===== config.mk =====
export PLATFORM = sky130hd
export DESIGN_NAME = timestamp_merge_selector
export DESIGN_NICKNAME = d
export VERILOG_FILES = /design/src/tms_pkg.sv /design/src/tms_lane_store.sv /design/src/tms_selector.sv /design/src/timestamp_merge_selector.sv
export SDC_FILE = /design/constraint.sdc
export NUM_CORES = 2
export LEC_CHECK = 0
export BUFFER_PORTS_ARGS = -buffer_cell sky130_fd_sc_hd__buf_2
export CELL_PAD_IN_SITES_DETAIL_PLACEMENT = 1
export CELL_PAD_IN_SITES_GLOBAL_PLACEMENT = 1
export CORE_ASPECT_RATIO = 0.5
export CORE_MARGIN = 1
export CORE_UTILIZATION = 53
export CTS_BUF_LIST = sky130_fd_sc_hd__clkbuf_4
export DETAILED_ROUTE_END_ITERATION = 12
export PLACE_DENSITY = 0.82
export SYNTH_ARGS = -nofsm -noshare
export SYNTH_HDL_FRONTEND = slang
export SYNTH_SLANG_ARGS = --single-unit

===== constraint.sdc =====
create_clock -name clk -period 22.6 [get_ports clk]
set_input_delay 4.52 -clock clk [delete_from_list [all_inputs] [get_ports clk]]
set_output_delay 4.52 -clock clk [all_outputs]
set_load 0.01 [all_outputs]

===== src/tms_pkg.sv =====
// tms_pkg: shared types and constants for the timestamp merge selector
// lane status codes, request codes and the structs passed between modules
// no dependencies
package tms_pkg;

	localparam int LANE_W = 3;
	localparam int TIME_W = 64;
	localparam int CFG_W  = 4;

	localparam logic REQ_HEAD = 1'b0;
	localparam logic REQ_END  = 1'b1;

	typedef enum logic [1:0] {
		ST_EMPTY = 2'd0,
		ST_HOLD  = 2'd1,
		ST_ENDED = 2'd2
	} lane_st_t;

	// one item applied to the lane store
	typedef struct packed {
		logic              apply;
		logic              is_end;
		logic [LANE_W-1:0] lane;
		logic [TIME_W-1:0] rtime;
	} lane_upd_t;

	// outcome of the selection for the current item
	typedef struct packed {
		logic              emit;
		logic              done;
		logic [LANE_W-1:0] lane;
		logic [TIME_W-1:0] rtime;
	} sel_t;

endpackage


===== src/tms_lane_store.sv =====
// tms_lane_store: per-lane status and head timestamp registers
// applies one item and the selection outcome per beat; uses tms_pkg
module tms_lane_store import tms_pkg::*; #(
	parameter int NUM_HEAD = 8
) (
	input  logic              clk,
	input  logic              arst_n,
	input  lane_upd_t         upd,
	input  logic [CFG_W-1:0]  n_eff,
	input  sel_t              sel,
	output lane_st_t          status_post [NUM_HEAD],
	output logic [TIME_W-1:0] head_post   [NUM_HEAD]
);

	lane_st_t          status_q [NUM_HEAD];
	logic [TIME_W-1:0] head_q   [NUM_HEAD];
	logic              lane_ok;

	// item only counts when its lane is inside the active count
	assign lane_ok = ({1'b0, upd.lane} < n_eff);

	// state as seen after this item lands
	always_comb begin
		for (int i = 0; i < NUM_HEAD; i++) begin
			status_post[i] = status_q[i];
			head_post[i]   = head_q[i];
			if (upd.apply && lane_ok && upd.lane == LANE_W'(i) && status_q[i] == ST_EMPTY) begin
				if (upd.is_end == REQ_END) begin
					status_post[i] = ST_ENDED;
				end else begin
					status_post[i] = ST_HOLD;
					head_post[i]   = upd.rtime;
				end
			end
		end
	end

	// status: apply the item, then empty the chosen lane, or re-arm all on a done result
	always_ff @(posedge clk or negedge arst_n) begin
		if (!arst_n) begin
			for (int i = 0; i < NUM_HEAD; i++) status_q[i] <= ST_EMPTY;
		end else if (upd.apply) begin
			for (int i = 0; i < NUM_HEAD; i++) begin
				if (sel.emit && sel.done)
					status_q[i] <= ST_EMPTY;
				else if (sel.emit && sel.lane == LANE_W'(i))
					status_q[i] <= ST_EMPTY;
				else
					status_q[i] <= status_post[i];
			end
		end
	end

	// head timestamps, payload only
	always_ff @(posedge clk) begin
		if (upd.apply) begin
			for (int i = 0; i < NUM_HEAD; i++) head_q[i] <= head_post[i];
		end
	end

endmodule


===== src/tms_selector.sv =====
// tms_selector: readiness check and smallest-timestamp compare tree
// combinational, works on the post-update lane state; uses tms_pkg
module tms_selector import tms_pkg::*; #(
	parameter int NUM_HEAD = 8
) (
	input  lane_st_t          status_post [NUM_HEAD],
	input  logic [TIME_W-1:0] head_post   [NUM_HEAD],
	input  logic [CFG_W-1:0]  n_eff,
	output sel_t              sel
);

	localparam int IDX_W  = (NUM_HEAD > 1) ? $clog2(NUM_HEAD) : 1;
	localparam int LEAVES = 2 ** IDX_W;
	localparam int NODES  = 2 * LEAVES - 1;

	logic              any_empty;
	logic              nv [NODES];
	logic [IDX_W-1:0]  ni [NODES];
	logic [TIME_W-1:0] nt [NODES];

	// every active lane must hold a head or have ended
	always_comb begin
		// lanes past the addressable range can never be filled
		any_empty = (int'(n_eff) > NUM_HEAD);
		for (int i = 0; i < NUM_HEAD; i++) begin
			if (i < int'(n_eff) && status_post[i] == ST_EMPTY) any_empty = 1'b1;
		end
	end

	// compare tree, left child wins ties so the lower lane is kept
	always_comb begin
		for (int k = 0; k < LEAVES; k++) begin
			if (k < NUM_HEAD) begin
				nv[LEAVES-1+k] = (k < int'(n_eff)) && (status_post[k] == ST_HOLD);
				nt[LEAVES-1+k] = head_post[k];
			end else begin
				nv[LEAVES-1+k] = 1'b0;
				nt[LEAVES-1+k] = '0;
			end
			ni[LEAVES-1+k] = IDX_W'(k);
		end
		for (int k = LEAVES - 2; k >= 0; k--) begin
			if (nv[2*k+1] && (!nv[2*k+2] || nt[2*k+1] <= nt[2*k+2])) begin
				nv[k] = 1'b1;
				ni[k] = ni[2*k+1];
				nt[k] = nt[2*k+1];
			end else begin
				nv[k] = nv[2*k+2];
				ni[k] = ni[2*k+2];
				nt[k] = nt[2*k+2];
			end
		end
	end

	// result: a chosen head, or done when nothing holds
	always_comb begin
		sel.emit  = !any_empty;
		sel.done  = !nv[0];
		sel.lane  = nv[0] ? LANE_W'(ni[0]) : '0;
		sel.rtime = nv[0] ? nt[0] : '0;
	end

endmodule


===== src/timestamp_merge_selector.sv =====
// timestamp_merge_selector: k-way merge of per-lane sorted streams by timestamp
// input register, then combinational lane update and 64-bit compare tree, then result register
// throughput: one input beat per cycle while the result register is free or being taken
// an input beat causes zero or one result beat; the result register frees as it is taken
// reset (arst_n low): all lanes empty, active lane count 1, both pipeline registers empty
// uses tms_pkg, tms_lane_store, tms_selector
module timestamp_merge_selector import tms_pkg::*; #(
	parameter int MAX_LANES = 8
) (
	input  logic              clk,
	input  logic              arst_n,
	input  logic              cfg_we,
	input  logic [CFG_W-1:0]  cfg_wdata,
	input  logic              in_valid,
	output logic              in_ready,
	input  logic              req_type,
	input  logic [LANE_W-1:0] lane,
	input  logic [TIME_W-1:0] record_time,
	output logic              out_valid,
	input  logic              out_ready,
	output logic [LANE_W-1:0] chosen_lane,
	output logic [TIME_W-1:0] chosen_time,
	output logic              round_done
);

	// only lanes reachable through the lane field get storage
	localparam int NUM_HEAD = (MAX_LANES < (2 ** LANE_W)) ? MAX_LANES : (2 ** LANE_W);

	logic [CFG_W-1:0]  active_q;
	logic [CFG_W-1:0]  n_eff;
	logic              s1_valid_q;
	logic              req_type_s1;
	logic [LANE_W-1:0] lane_s1;
	logic [TIME_W-1:0] time_s1;
	logic              s1_fire;
	logic              out_valid_q;
	logic [LANE_W-1:0] lane_q;
	logic [TIME_W-1:0] time_q;
	logic              done_q;
	lane_upd_t         upd;
	sel_t              sel;
	lane_st_t          status_post [NUM_HEAD];
	logic [TIME_W-1:0] head_post   [NUM_HEAD];

	// active lane count register
	always_ff @(posedge clk or negedge arst_n) begin
		if (!arst_n) begin
			active_q <= CFG_W'(1);
		end else if (cfg_we) begin
			active_q <= cfg_wdata;
		end
	end

	// effective count: zero reads as one, saturate at MAX_LANES
	always_comb begin
		if (active_q == '0)
			n_eff = CFG_W'(1);
		else if (int'(active_q) > MAX_LANES)
			n_eff = CFG_W'(MAX_LANES);
		else
			n_eff = active_q;
	end

	// the input stage moves on whenever the result register can take its outcome
	assign s1_fire  = s1_valid_q && (!out_valid_q || out_ready);
	assign in_ready = !s1_valid_q || s1_fire;

	// input register
	always_ff @(posedge clk or negedge arst_n) begin
		if (!arst_n) begin
			s1_valid_q <= 1'b0;
		end else if (in_ready) begin
			s1_valid_q <= in_valid;
		end
	end

	always_ff @(posedge clk) begin
		if (in_valid && in_ready) begin
			req_type_s1 <= req_type;
			lane_s1     <= lane;
			time_s1     <= record_time;
		end
	end

	always_comb begin
		upd.apply  = s1_fire;
		upd.is_end = req_type_s1;
		upd.lane   = lane_s1;
		upd.rtime  = time_s1;
	end

	tms_lane_store #(
		.NUM_HEAD(NUM_HEAD)
	) u_store (
		.clk        (clk),
		.arst_n     (arst_n),
		.upd        (upd),
		.n_eff      (n_eff),
		.sel        (sel),
		.status_post(status_post),
		.head_post  (head_post)
	);

	tms_selector #(
		.NUM_HEAD(NUM_HEAD)
	) u_sel (
		.status_post(status_post),
		.head_post  (head_post),
		.n_eff      (n_eff),
		.sel        (sel)
	);

	// result register
	always_ff @(posedge clk or negedge arst_n) begin
		if (!arst_n) begin
			out_valid_q <= 1'b0;
		end else if (s1_fire) begin
			out_valid_q <= sel.emit;
		end else if (out_ready) begin
			out_valid_q <= 1'b0;
		end
	end

	always_ff @(posedge clk) begin
		if (s1_fire && sel.emit) begin
			lane_q <= sel.lane;
			time_q <= sel.rtime;
			done_q <= sel.done;
		end
	end

	assign out_valid   = out_valid_q;
	assign chosen_lane = lane_q;
	assign chosen_time = time_q;
	assign round_done  = done_q;

	// a done beat carries no lane and no timestamp
	a_done_zero: assert property (@(posedge clk) disable iff (!arst_n)
		out_valid && round_done |-> chosen_lane == '0 && chosen_time == '0)
		else $error("done beat with nonzero lane or time");

	// after a done outcome every lane is re-armed; checked on lane 0 while no new beat is applied
	a_rearm: assert property (@(posedge clk) disable iff (!arst_n)
		s1_fire && sel.emit && sel.done |=> status_post[0] == ST_EMPTY || s1_fire)
		else $error("lane 0 not re-armed after done");

	// a chosen record always comes from an active lane
	a_lane_range: assert property (@(posedge clk) disable iff (!arst_n)
		s1_fire && sel.emit && !sel.done |-> {1'b0, sel.lane} < n_eff)
		else $error("chosen lane outside active count");

	// input stalls only while the input register holds a waiting beat
	a_stall: assert property (@(posedge clk) disable iff (!arst_n)
		!in_ready |-> s1_valid_q && out_valid_q && !out_ready)
		else $error("input stalled without cause");

endmodule


==> out/metrics.yaml <==
grt_pass1_vias: 35282
num_vias: 33571
grt_setup_unrepaired: "no"
holdCritStartpoint: "u_store.status_q[1]$_DFFE_PN0P_"
internal-power_mw: 3.61
wl_per_cell_um: 26.1
setup_viol: 0
antenna_left: 0
fin_total_pwr_mw: 6.76
min_path_type: "reg -> reg"
ys_ff_latch: 670
tightestPinTransition_ps: 1310
syn_inst: 3987
slew_headroom: 0.123
synthDistinctLibCells: 82
powerDensity_nw_per_um2: 140
yosysSeqAreaShare: 0.451
hold_slack_ps: 561
min_path_cells: 2
synth_edf_count: 648
grt_pass1_wl_mm: 214
htreeDepth: 4
path_buf_inv: 8
switchingPower_mw: 3.15
vias_per_cell: 6.20
grt_usage: 0.334
clockPowerShare: 0.159
cp_max_fo: 54
synthToLayoutAreaGrowth_pct: 9.06
path_clk_slew_ps: 80
portBuffers: 146
p_leak_nw: 21.2
final_util: 0.588
gp_congestion: 0.958
cts_inserted_buffers: 164
final_cell_mix: "edfxtp_1 (648), inv_1 (555), mux2i_1 (540), ha_1 (446), nand2_1 (265)"
fin_crit_ps: 20360
clk_path_buf_depth: 3
first_pass_iters: 5
syn_nets: 4510
cp.arrival_ps: 21240
dieHeight_um: 206
worst-path-stages: 42
drive_gt1_frac: 0.176
drt-total-wl_mm: 141
synthSimpleGateAreaFrac: 0.0704
cts.repair.resized: 0
start_util: 0.539
synth_top_family_by_area: "multiplexers"
yosys_warnings: 0
synthAdderAreaFrac: 0.126
finClkSkew_ps: 93.3
hold_viol_final: 0
drv_cap: 0
root_buffer: "clkbuf_4"
drt_iter0_drc: 2717
crit_family: "simple AND/OR/NAND/NOR gates"
drv_slew: 0
cpMostUsedCell: "buf_4"
post-route-period-util: 0.901
r2r_slack_ps: 4720
dpl.hpwl_mm: 103
status: "finished clean"
p_sw_frac: 0.466
synth_xor_area_frac: 0.000593
pwr-share-comb: 0.571
dieArea_um2: 84900
synth-compound-area-share: 0.103
antenna_found_initial: 4
clock_sinks: 670
fmax_ghz: 0.0491
row_count: 74
clk-insertion-delay-late_ps: 1120
synthFlopType: "edfxtp_1"
ioPinCount: 147
end_kind: "flip-flop"
post-cts-setup-buffer-count: 0
synthMuxAreaShare: 0.182
crit_path_start: "out_ready"
max_stage_delay_ps: 1020
core_area_um2: 82200
p_seq_frac: 0.270
grt_overflow_total: 0
irDropWorstVdd_mv: 0.137
cp.required_ps: 23480
cts_tree: "built"
grt_max_degree: 158
avgSynthCellArea_um2: 11.1
finalSetupTns_ps: 0
slowest_stage: "and3_2"
cts_hold_buf: 0
r2r-start: "active_q[3]$_DFFE_PN0P_"
cp-start-kind: "input port"
layout.nets: 4717
synthArstFlopShare: 0.0328
drc: 0
mostFrequentLayoutCell: "edfxtp_1"
synth_area_um2: 44300
r2r_cells: 43
path_class: "in -> reg"
die_x_um: 411
## cell usage after synthesis, types with 6 or more instances
library cell | count | area (um^2)
nand2b_1 | 16 | 100
a211o_1 | 7 | 61.3
edfxtp_1 | 648 | 19500
or4_1 | 6 | 45.0
o211ai_1 | 81 | 608
a22oi_1 | 68 | 510
buf_1 | 42 | 158
inv_2 | 38 | 143
ha_1 | 446 | 5580
a311oi_1 | 8 | 70.1
o221ai_1 | 7 | 61.3
nand3_1 | 52 | 260
a31oi_1 | 11 | 68.8
a2111oi_0 | 11 | 96.3
nor3_1 | 35 | 175
o21ai_0 | 143 | 716
or2_2 | 6 | 37.5
buf_2 | 36 | 180
o31ai_1 | 6 | 45.0
and4_1 | 10 | 87.6
a21oi_1 | 108 | 541
and3_1 | 10 | 62.6
dfrtp_1 | 21 | 526
nand4_1 | 73 | 457
a21o_1 | 47 | 353
or3_1 | 7 | 43.8
o21bai_1 | 7 | 52.6
a221oi_1 | 8 | 70.1
o21ai_1 | 84 | 420
mux2_2 | 231 | 2600
o21a_1 | 13 | 97.6
mux2i_1 | 540 | 5410
inv_1 | 556 | 2090
nor2b_1 | 15 | 93.8
buf_4 | 13 | 97.6
nand2_1 | 265 | 995
nor4_1 | 20 | 125
clkbuf_1 | 52 | 195
a211oi_1 | 40 | 300
nor2_1 | 113 | 424
buf_6 | 8 | 90.1
## metal layers
| layer | wire length (um) | track usage | vias to the layer above |
|---|---|---|---|
| li1 | - | - | 15164 |
| met1 | 62300 | 0.445 | 17016 |
| met2 | 64900 | 0.534 | 1139 |
| met3 | 9690 | 0.0666 | 252 |
| met4 | 4530 | 0.137 | 0 |
| met5 | 0 | 0 | - |
## power groups by stage
| stage | sequential, mW | clock [mW] | combinational (mW) |
|---|---|---|---|
| final | 1.82 | 1.08 | 3.86 |
| after global routing | 1.84 | 1.15 | 4.18 |
| after CTS | 1.82 | 1.09 | 3.80 |
| after detailed placement | 1.84 | 0 | 3.76 |
| after global placement | 1.83 | 0 | 3.58 |
| after floorplan | 1.86 | 0 | 2.53 |
## per-stage QoR
stage | setup slack (ps) | area (um^2) | cells
after CTS | 3110 | 48300 | 5409
after floorplan | 1650 | 44300 | 3987
final | 2240 | 48300 | 5412
after global routing | 2160 | 48300 | 5411
after global placement | 2070 | 46300 | 5130
after detailed placement | 1910 | 46300 | 5130
## area by class of cell
type	instances	area, um^2
Tap cell	1102	1380
Sequential cell	670	20000
Fill cell	8818	33900
Antenna cell	3	7.51
Clock inverter	48	327
Timing Repair Buffer	192	1100
Multi-Input combinational cell	2572	21500
Inverter	594	2240
Clock buffer	231	1730
## sequential cells by signal, summed over array words and instances (netlist names)
register and flops:
chosen_lane 3, round_done 1, u_store.status_q 16, req_type_s1 1, u_store.head_q 512, active_q 4, s1_valid_q 1, chosen_time 64
time_s1 64, lane_s1 3, out_valid 1
## path summary, 6_finish.rpt
path,endpoint
max,chosen_time[19]$_SDFFCE_PP0P_
min,u_store.status_q[1]$_DFFE_PN0P_
max reg2reg,chosen_time[19]$_SDFFCE_PP0P_
min reg2reg,u_store.status_q[1]$_DFFE_PN0P_
max in group asynchronous,u_store.status_q[9]$_DFFE_PN0P_
min in group asynchronous,u_store.status_q[6]$_DFFE_PN0P_
## worst min-delay path: stages (launching register included)
cell and delay [ps]:
dfrtp_1 380, a41oi_1 60, nor2_1 80
## logic make-up (layout without fill, tap and decap cells)
kind of cell               count (synthesis)  in the layout
buffers and inverters                    745           1065
adders and majority gates                446            446
and+or+nand+nor                          653            653
muxes                                    775            775
AOI/OAI and AO/OA                        695            695
xor gates and xnor gates                   3              3
DFF                                      670            670
other                                      0              3
Power figures use the tool's default switching activity.
